===== src/hdl/p0sm_pkg.sv =====
package p0sm_pkg;

    localparam int STACK_DEPTH = 1024;
    localparam int ADDR_W      = $clog2(STACK_DEPTH);
    localparam int PC_W        = 16;
    localparam int DATA_W      = 32;
    localparam int EXT_W       = DATA_W + 2;
    localparam int IN_W        = 80;
    localparam int OUT_W       = 56;

    localparam logic signed [EXT_W-1:0] DEPTH_X = EXT_W'(STACK_DEPTH);

    typedef enum logic [3:0] {
        CMD_LIT = 4'd0,
        CMD_OPR = 4'd1,
        CMD_LOD = 4'd2,
        CMD_STO = 4'd3,
        CMD_CAL = 4'd4,
        CMD_INC = 4'd5,
        CMD_JMP = 4'd6,
        CMD_JPC = 4'd7,
        CMD_SIO = 4'd8,
        CMD_LDA = 4'd9,
        CMD_STA = 4'd10,
        CMD_DEC = 4'd11
    } cmd_t;

    localparam logic [DATA_W-1:0] OPR_RET = 32'd0;
    localparam logic [DATA_W-1:0] OPR_NEG = 32'd1;
    localparam logic [DATA_W-1:0] OPR_ADD = 32'd2;
    localparam logic [DATA_W-1:0] OPR_SUB = 32'd3;
    localparam logic [DATA_W-1:0] OPR_MUL = 32'd4;
    localparam logic [DATA_W-1:0] OPR_DIV = 32'd5;
    localparam logic [DATA_W-1:0] OPR_ODD = 32'd6;
    localparam logic [DATA_W-1:0] OPR_MOD = 32'd7;
    localparam logic [DATA_W-1:0] OPR_EQ  = 32'd8;
    localparam logic [DATA_W-1:0] OPR_NE  = 32'd9;
    localparam logic [DATA_W-1:0] OPR_LT  = 32'd10;
    localparam logic [DATA_W-1:0] OPR_LE  = 32'd11;
    localparam logic [DATA_W-1:0] OPR_GT  = 32'd12;
    localparam logic [DATA_W-1:0] OPR_GE  = 32'd13;

    localparam logic [DATA_W-1:0] IO_WRITE = 32'd0;
    localparam logic [DATA_W-1:0] IO_READ  = 32'd1;
    localparam logic [DATA_W-1:0] IO_HALT  = 32'd2;

    localparam logic [1:0] ERR_NONE  = 2'd0;
    localparam logic [1:0] ERR_STACK = 2'd1;
    localparam logic [1:0] ERR_DIV0  = 2'd2;
    localparam logic [1:0] ERR_OVF   = 2'd3;

    typedef struct packed {
        logic start;
        logic done;
    } div_ctl_t;

    function automatic logic signed [EXT_W-1:0] sext(input logic [DATA_W-1:0] v);
        return signed'({{(EXT_W-DATA_W){v[DATA_W-1]}}, v});
    endfunction

    function automatic logic signed [EXT_W-1:0] uext(input logic [ADDR_W-1:0] a);
        return signed'({{(EXT_W-ADDR_W){1'b0}}, a});
    endfunction

    function automatic logic in_rng(input logic signed [EXT_W-1:0] a);
        return !a[EXT_W-1] && (a < DEPTH_X);
    endfunction

endpackage


===== src/hdl/p0sm_div.sv =====
module p0sm_div
    import p0sm_pkg::*;
(
    input  logic              clk,
    input  logic              rst_n,
    input  div_ctl_t          ctl_in,
    input  logic [DATA_W-1:0] dividend,
    input  logic [DATA_W-1:0] divisor,
    output div_ctl_t          ctl_out,
    output logic [DATA_W-1:0] quotient,
    output logic [DATA_W-1:0] remainder
);

    localparam int CNT_W = $clog2(DATA_W);

    logic [DATA_W:0]    rem_reg;
    logic [DATA_W-1:0]  quo_reg;
    logic [DATA_W-1:0]  den_reg;
    logic [CNT_W-1:0]   cnt_reg;
    logic               busy_reg;
    logic               done_reg;
    logic               neg_q_reg;
    logic               neg_r_reg;
    logic [DATA_W:0]    rem_sh;
    logic [DATA_W:0]    diff;
    logic [DATA_W-1:0]  mag_a;
    logic [DATA_W-1:0]  mag_b;

    assign mag_a  = dividend[DATA_W-1] ? (~dividend + 1'b1) : dividend;
    assign mag_b  = divisor[DATA_W-1] ? (~divisor + 1'b1) : divisor;
    assign rem_sh = {rem_reg[DATA_W-1:0], quo_reg[DATA_W-1]};
    assign diff   = rem_sh - {1'b0, den_reg};

    always_ff @(posedge clk or negedge rst_n)
    begin
        if (!rst_n)
        begin
            busy_reg <= 1'b0;
            done_reg <= 1'b0;
            cnt_reg  <= '0;
        end
        else
        begin
            done_reg <= 1'b0;
            if (ctl_in.start)
            begin
                busy_reg <= 1'b1;
                cnt_reg  <= '0;
            end
            else if (busy_reg)
            begin
                cnt_reg <= cnt_reg + 1'b1;
                if (cnt_reg == CNT_W'(DATA_W - 1))
                begin
                    busy_reg <= 1'b0;
                    done_reg <= 1'b1;
                end
            end
        end
    end

    always_ff @(posedge clk)
    begin
        if (ctl_in.start)
        begin
            rem_reg   <= '0;
            quo_reg   <= mag_a;
            den_reg   <= mag_b;
            neg_q_reg <= dividend[DATA_W-1] ^ divisor[DATA_W-1];
            neg_r_reg <= dividend[DATA_W-1];
        end
        else if (busy_reg)
        begin
            if (!diff[DATA_W])
            begin
                rem_reg <= diff;
                quo_reg <= {quo_reg[DATA_W-2:0], 1'b1};
            end
            else
            begin
                rem_reg <= rem_sh;
                quo_reg <= {quo_reg[DATA_W-2:0], 1'b0};
            end
        end
    end

    assign ctl_out.start = busy_reg;
    assign ctl_out.done  = done_reg;
    assign quotient  = neg_q_reg ? (~quo_reg + 1'b1) : quo_reg;
    assign remainder = neg_r_reg ? (~rem_reg[DATA_W-1:0] + 1'b1) : rem_reg[DATA_W-1:0];

endmodule


===== config.mk =====
export PLATFORM = sky130hd
export DESIGN_NAME = p0sm_div
export DESIGN_NICKNAME = d
export VERILOG_FILES = /design/src/hdl/p0sm_pkg.sv /design/src/hdl/p0sm_div.sv
export SDC_FILE = /design/constraint.sdc
export NUM_CORES = 1
export LEC_CHECK = 0
export ABC_AREA = 0
export BUFFER_PORTS_ARGS = -buffer_cell sky130_fd_sc_hd__buf_2
export CORE_MARGIN = 2
export CORE_UTILIZATION = 59
export CTS_BUF_LIST = sky130_fd_sc_hd__clkbuf_8
export DETAILED_ROUTE_END_ITERATION = 10
export PLACE_DENSITY = 0.82
export SLEW_MARGIN = 10
export SYNTH_ARGS = -nofsm -noshare
export SYNTH_HDL_FRONTEND = slang
export SYNTH_SLANG_ARGS = --single-unit

===== constraint.sdc =====
create_clock -name clk -period 4 [get_ports clk]
set_clock_uncertainty 0.2 [all_clocks]
set_input_delay 0.6 -clock clk [delete_from_list [all_inputs] [get_ports clk]]
set_output_delay 0.6 -clock clk [all_outputs]
set_load 0.02 [all_outputs]

==> results of run 1 <==
-- area by class of cell --
type	instances	area, sq um	share of cell area [%]
clock buffers	9	124	1.30
inverters	49	184	1.94
clock inverters	7	80.1	0.843
multi-input cells	735	5140	54.1
repair buffers	164	948	9.99
flip-flops and latches	105	2800	29.5
well taps	180	225	2.37
-- power groups by stage --
stage | logic [W] | clock network (W) | registers, W
after CTS | 0.00228 | 0.000699 | 0.00144
after floorplan | 0.00161 | 0 | 0.00141
after global placement | 0.00223 | 0 | 0.00146
final | 0.00230 | 0.000691 | 0.00144
after detailed placement | 0.00226 | 0 | 0.00146
after global routing | 0.00250 | 0.000739 | 0.00146
-- metal layers --
metal / track usage, % / share of wire (%)
met1: 33.2 / 44
met2: 41.8 / 47
met3: 3.44 / 5.5
met4: 11.4 / 3.1
met5: 0 / 0
-- critical path, stage by stage (launching register included) --
cell	delay, ns
edfxtp_1	0.41
or4_4	0.56
or4_4	0.43
or2_4	0.25
or3_4	0.37
or4_4	0.47
o41ai_4	0.23
xnor2_1	0.15
buf_4	0.16
-- cell families after synthesis --
group	after synthesis	share of synthesized area (%)
adders and majority gates	39	6.01
buffers and inverters	94	4.57
AOI/OAI and AO/OA	240	19.4
xor gates and xnor gates	151	16.0
DFF	105	33.9
muxes	29	3.52
and+or+nand+nor	276	16.5
-- cells in the mapped netlist, types with 13 or more instances --
cell	count	area share, %
ha_1	38	5.8
dfxtp_1	32	7.8
xnor2_1	108	11
o21ai_0	57	3.5
inv_1	48	2.2
or3_1	16	1.2
clkbuf_1	35	1.6
nor2_1	84	3.8
mux2i_1	29	3.5
o31ai_1	29	2.6
nand2_1	82	3.7
edfxtp_1	66	24
o41ai_1	18	1.9
a21o_1	13	1.2
xor2_1	43	4.6
a211oi_1	21	1.9
a21oi_1	58	3.5
-- worst paths after layout --
path,to,depth (start not counted),slack (ns)
max,quotient[29],8,-0.22
min,den_reg[0]$_DFFE_PP_,1,0.30
max reg2reg,rem_reg[16]$_SDFFE_PP0P_,15,0.25
min reg2reg,rem_reg[29]$_SDFFE_PP0P_,2,0.33
max in group asynchronous,busy_reg$_DFF_PN0_,2,3.07
min in group asynchronous,cnt_reg[4]$_DFFE_PN0P_,2,0.37
-- timing repair --
action / in CTS / in global routing
gates resized for setup: 6 / 15
endpoints found under the setup margin: 8 / 14
hold buffers: 1 / 0
setup buffers: 7 / 7
hold endpoints to repair: 7 / 0
pin swaps: 3 / 3
-- stage by stage --
step | setup slack (ns) | util, % | cell area, sq um
after floorplan | 0.264 | - | 8240
after global placement | 0.134 | 66.1 | 9100
after detailed placement | 0.0952 | 66.1 | 9100
after CTS | -0.237 | 68.3 | 9400
after global routing | -0.295 | 68.9 | 9500
final | -0.218 | 68.9 | 9500
-- placed cells by master, fill, tap and decap left out, types with 5 or more instances in the layout --
cell type,count
or4_4,5
o21ai_0,55
ha_1,38
nand2b_1,8
nand4_1,8
edfxtp_1,66
nor3_1,6
o41ai_1,18
or4_1,11
xor2_1,43
nor4_1,9
nor2b_1,7
mux2i_1,29
a211oi_1,21
nand2_1,80
dfxtp_1,32
xnor2_1,107
buf_2,124
clkbuf_8,9
o31ai_1,28
a21o_1,13
nand3_1,9
inv_1,48
a21oi_1,57
buf_4,37
nor2_1,83
or3_1,15
o21ai_1,8
dfrtp_1,6
==> results.cfg, run 1 <==
[global_route]
grt_pass1_vias = 6566
track_usage_pct = 25.3
antenna_found_initial = 0
grt_pass1_wl_mm = 30.4
grt_max_degree = 92
grt_overflow = 0

[pwr]
power_density_nw_per_um2 = 468
p_switching_w = 0.00193
swShare_pct = 43.4
finalPower_w = 0.00444
p_leak_nw = 3.98
p_seq_share_pct = 32.5
max-vdd-ir-drop_mv = 0.267
clockPowerShare_pct = 15.6
combPwrFrac_pct = 51.9
p_int_w = 0.00251

[hold_path]
hold_path_class = in -> reg
hold_start = divisor[0]

[worst_setup_path]
rr_startpoint = quo_reg[31]$_DFFE_PP_
crit_start = quo_reg[14]$_DFFE_PP_
critPathArrivalTime_ns = 3.42
worstSetupStartpointType = flip-flop
cp-end-kind = primary output
cp_max_fo = 3
path_class = reg -> out
cp_data_required_time_ns = 3.20

[synth]
synth_top_flop_cell = edfxtp_1
avgSynthCellArea_sq_um = 8.83
ys_ff_latch = 105
async_flop_share_pct = 6.67
yosysWarnings = 0
syn_nets = 1041
synth.cell_area_sq_um = 8240
synthCells = 934
synth_edf_count = 66
seq_area_frac_synth_pct = 33.9
yosysUniqueCellTypes = 68

[timing]
fmax_mhz = 237
relSlewSlack_pct = 26.9
finalHoldViolations = 0
fin_setup_tns_ns = -0.593
finalSetupViolations = 4
period_share_pct = 105
fin_hold_ws_ns = 0.300
rsz0062_at_grt = true
slew_viol_final = 0
fin_ws_ns = -0.218
period_minus_slack_ns = 4.22
tightest_slew_ns = 1.10

[final_layout]
syn_to_final_growth_pct = 15.2
layout-drive-gt1-share_pct = 19.6
final_cell_count_no_fill = 1249
num_antenna_cells = 0
nFillCells = 1127
nNetsFinal = 1171

[die]
initial_core_util_pct = 59.9
pin_count = 134
die_w_um = 122
rows = 43
dieArea_sq_um = 14900
fp.dieH_um = 122
core_sq_um = 13800

[cts]
cts-root-buf = clkbuf_8
htreeDepth = 3
cts_tree = done
numClockSinks = 105
clk-insertion-delay-late_ns = 0.39
cts-buffers-inserted = 9
clk_pin_slew_ns = 0.10
cts.path.max_buffers = 2

[placed_design]
dp_hpwl_mm = 14.2
io_buffers = 132
gp_congestion = 0.936
place_inst = 1218

[run_status]
failed_checks = negative setup slack
outcome = finished with violations

[detailed_routing]
final_antenna_net_count = 0
wl_mm = 19.1
drc = 0
drt_iter0_drc = 573
drtPass1Iterations = 5
via_per_inst = 5.87
vias = 7329
routedWlPerCell_um = 15.3

[job]
cap_violations = 0
Note: power is estimated with default switching activity, not from simulation.
==> inputs of run 2 (changes only) <==
--- a/config.mk
+++ b/config.mk
@@ -8,10 +8,10 @@
 export ABC_AREA = 0
 export BUFFER_PORTS_ARGS = -buffer_cell sky130_fd_sc_hd__buf_2
 export CORE_MARGIN = 2
-export CORE_UTILIZATION = 59
+export CORE_UTILIZATION = 60
 export CTS_BUF_LIST = sky130_fd_sc_hd__clkbuf_8
 export DETAILED_ROUTE_END_ITERATION = 10
-export PLACE_DENSITY = 0.82
+export PLACE_DENSITY = 0.83
 export SLEW_MARGIN = 10
 export SYNTH_ARGS = -nofsm -noshare
 export SYNTH_HDL_FRONTEND = slang
==> constraint.sdc (replaced) <==
create_clock -name clk -period 5 [get_ports clk]
set_clock_uncertainty 0.2 [all_clocks]
set_input_delay 0.75 -clock clk [delete_from_list [all_inputs] [get_ports clk]]
set_output_delay 0.75 -clock clk [all_outputs]
set_load 0.02 [all_outputs]
==> run 2 against run 1 <==
  * The run now ends clean
  * Critical path depth rose by 3
  * Routed wire length fell by 3.6%
  * First-iteration DRC count rose by 11%
  * Total power fell by 23%
  * Final cell count fell by 2.3%
  * Global-route usage rose by 0.42 points
  * Register-to-register slack improved by 0.65 ns
  * Count of clock-buffer cells in the layout rose by 2
  * Die area fell by 1.6%
==> results.cfg, run 2 (same netlist as run 1, synthesis figures left out) <==
[pwr]
power_density_nw_per_um2 = 372
max-vdd-ir-drop_mv = 0.227
finalPower_w = 0.00342
clockPowerShare_pct = 14.5
combPwrFrac_pct = 51.5
p_seq_share_pct = 34.1
swShare_pct = 43.4
p_int_w = 0.00194
p_switching_w = 0.00148
p_leak_nw = 3.82

[cts]
numClockSinks = 105
clk_pin_slew_ns = 0.10
cts-buffers-inserted = 9
cts_tree = done
htreeDepth = 3
post-cts-setup-buffers = 0
ctsHoldBuffers = 1
cts.path.max_buffers = 2
cts_resized = 0
cts-root-buf = clkbuf_8
clk-insertion-delay-late_ns = 0.38

[detailed_routing]
via_per_inst = 5.87
drtPass1Iterations = 5
wl_met3_mm = 1.16
routedWlPerCell_um = 15.1
wl_met2_mm = 8.63
wl_mm = 18.4
routed.top_layer = met4
wl_met1_mm = 8.26
drt_iter0_drc = 636
drc = 0
vias = 7165
final_antenna_net_count = 0

[die]
rows = 42
pin_count = 134
fp.dieH_um = 121
initial_core_util_pct = 61.8
dieArea_sq_um = 14700
core_sq_um = 13300
die_w_um = 121

[worst_setup_path]
cp_max_fo = 5
worstSetupStartpointType = flip-flop
rr_startpoint = quo_reg[31]$_DFFE_PP_
r2r_setup_slack_ns = 0.90
r2r_cells = 15
path_class = reg -> out
critPathArrivalTime_ns = 3.53
cp_data_required_time_ns = 4.05
r2r_end = rem_reg[21]$_SDFFE_PP0P_
cp-end-kind = primary output

[final_layout]
mostFrequentLayoutCells = buf_2 (131), xnor2_1 (107), nor2_1 (84)
nNetsFinal = 1146
syn_to_final_growth_pct = 11.4
layout_commonest_cell = buf_2
layout-drive-gt1-share_pct = 16.9
fin_area_sq_um = 9180
num_antenna_cells = 0
final_cell_count_no_fill = 1220

[global_route]
grt_max_degree = 88
grt_overflow = 0
grt_pass1_vias = 6486
grt_pass1_wl_mm = 30.4
antenna_found_initial = 0
track_usage_pct = 25.8

[run_status]
outcome = finished, final reports clean

[hold_path]
hold_path_depth = 2
min_to = rem_reg[29]$_SDFFE_PP0P_
hold_start = rem_reg[29]$_SDFFE_PP0P_
hold_path_class = reg -> reg

[timing]
finalHoldViolations = 0
period_minus_slack_ns = 4.48
finalSetupViolations = 0
period_share_pct = 89.7
fin_setup_tns_ns = 0
rsz0062_at_grt = false
fmax_mhz = 223
tightest_slew_ns = 0.989
relSlewSlack_pct = 34.1
slew_viol_final = 0

[placed_design]
dp_hpwl_mm = 14.0
gp_congestion = 0.909
place_inst = 1203
io_buffers = 132
place_area_sq_um = 8990

[job]
cap_violations = 0
-- run 2: cell count changes in the layout (fill, tap and decap cells not counted), moves of 2 or more --
cell      change
clkinv_4      -3
clkbuf_8      +2
buf_2         +7
nand2_1       +2
o21ai_1       -2
nand2_2       -2
buf_4        -30
o21ai_0       +2
buf_12        -2
-- run 2: layout make-up --
type | instances | area (sq um)
Multi-Input combinational cell | 735 | 5080
Clock inverter | 5 | 30.0
Fill cell | 1085 | 4170
Sequential cell | 105 | 2800
Clock buffer | 11 | 151
Inverter | 49 | 184
Timing Repair Buffer | 139 | 718
Tap cell | 176 | 220
-- run 2: metal layers --
metal / up-vias / track usage (%)
met1: 3312 / 35.4
met3: 30 / 3.81
li1: 3589 / -
met2: 234 / 41.8
met5: - / 0
met4: 0 / 8.48
-- run 2: stage by stage --
step | hold slack (ns) | util [%] | setup slack [ns]
5_1_grt | 0.344 | 68.8 | 0.289
3_3_place_gp | 0.297 | 67.3 | 0.974
2_1_floorplan | 0.254 | - | 1.11
6_report | 0.316 | 68.8 | 0.515
3_5_place_dp | 0.300 | 67.3 | 0.945
4_1_cts | 0.313 | 68.8 | 0.504
-- run 2: worst max-delay path by stage --
stage,from,end,slack (ns),cells after the start
final,quo_reg[2]$_DFFE_PP_,quotient[29],0.52,11
after global routing,quo_reg[0]$_DFFE_PP_,quotient[28],0.29,12
after CTS,quo_reg[2]$_DFFE_PP_,quotient[29],0.50,11
after detailed placement,quo_reg[2]$_DFFE_PP_,quotient[29],0.94,11
after global placement,quo_reg[2]$_DFFE_PP_,quotient[29],0.97,11
after floorplan,quo_reg[17]$_DFFE_PP_,quotient[29],1.11,7
-- run 2: worst max-delay path, stage by stage (launching register included) --
cell      delay (ns)
edfxtp_1        0.45
nor2_1          0.16
nand4b_1        0.13
or3_1           0.39
inv_2           0.07
nand2_1         0.09
or4_4           0.48
or3_4           0.36
or4_4           0.45
o41ai_2         0.24
xnor2_1         0.15
buf_2           0.18
-- run 2: power by group through the flow --
stage                     Clock, W  Combinational (W)  Sequential, W
after floorplan                  0            0.00129        0.00113
after detailed placement         0            0.00176        0.00118
after global placement           0            0.00173        0.00117
final                     0.000494            0.00176        0.00116
after CTS                 0.000509            0.00177        0.00116
after global routing      0.000538            0.00191        0.00118
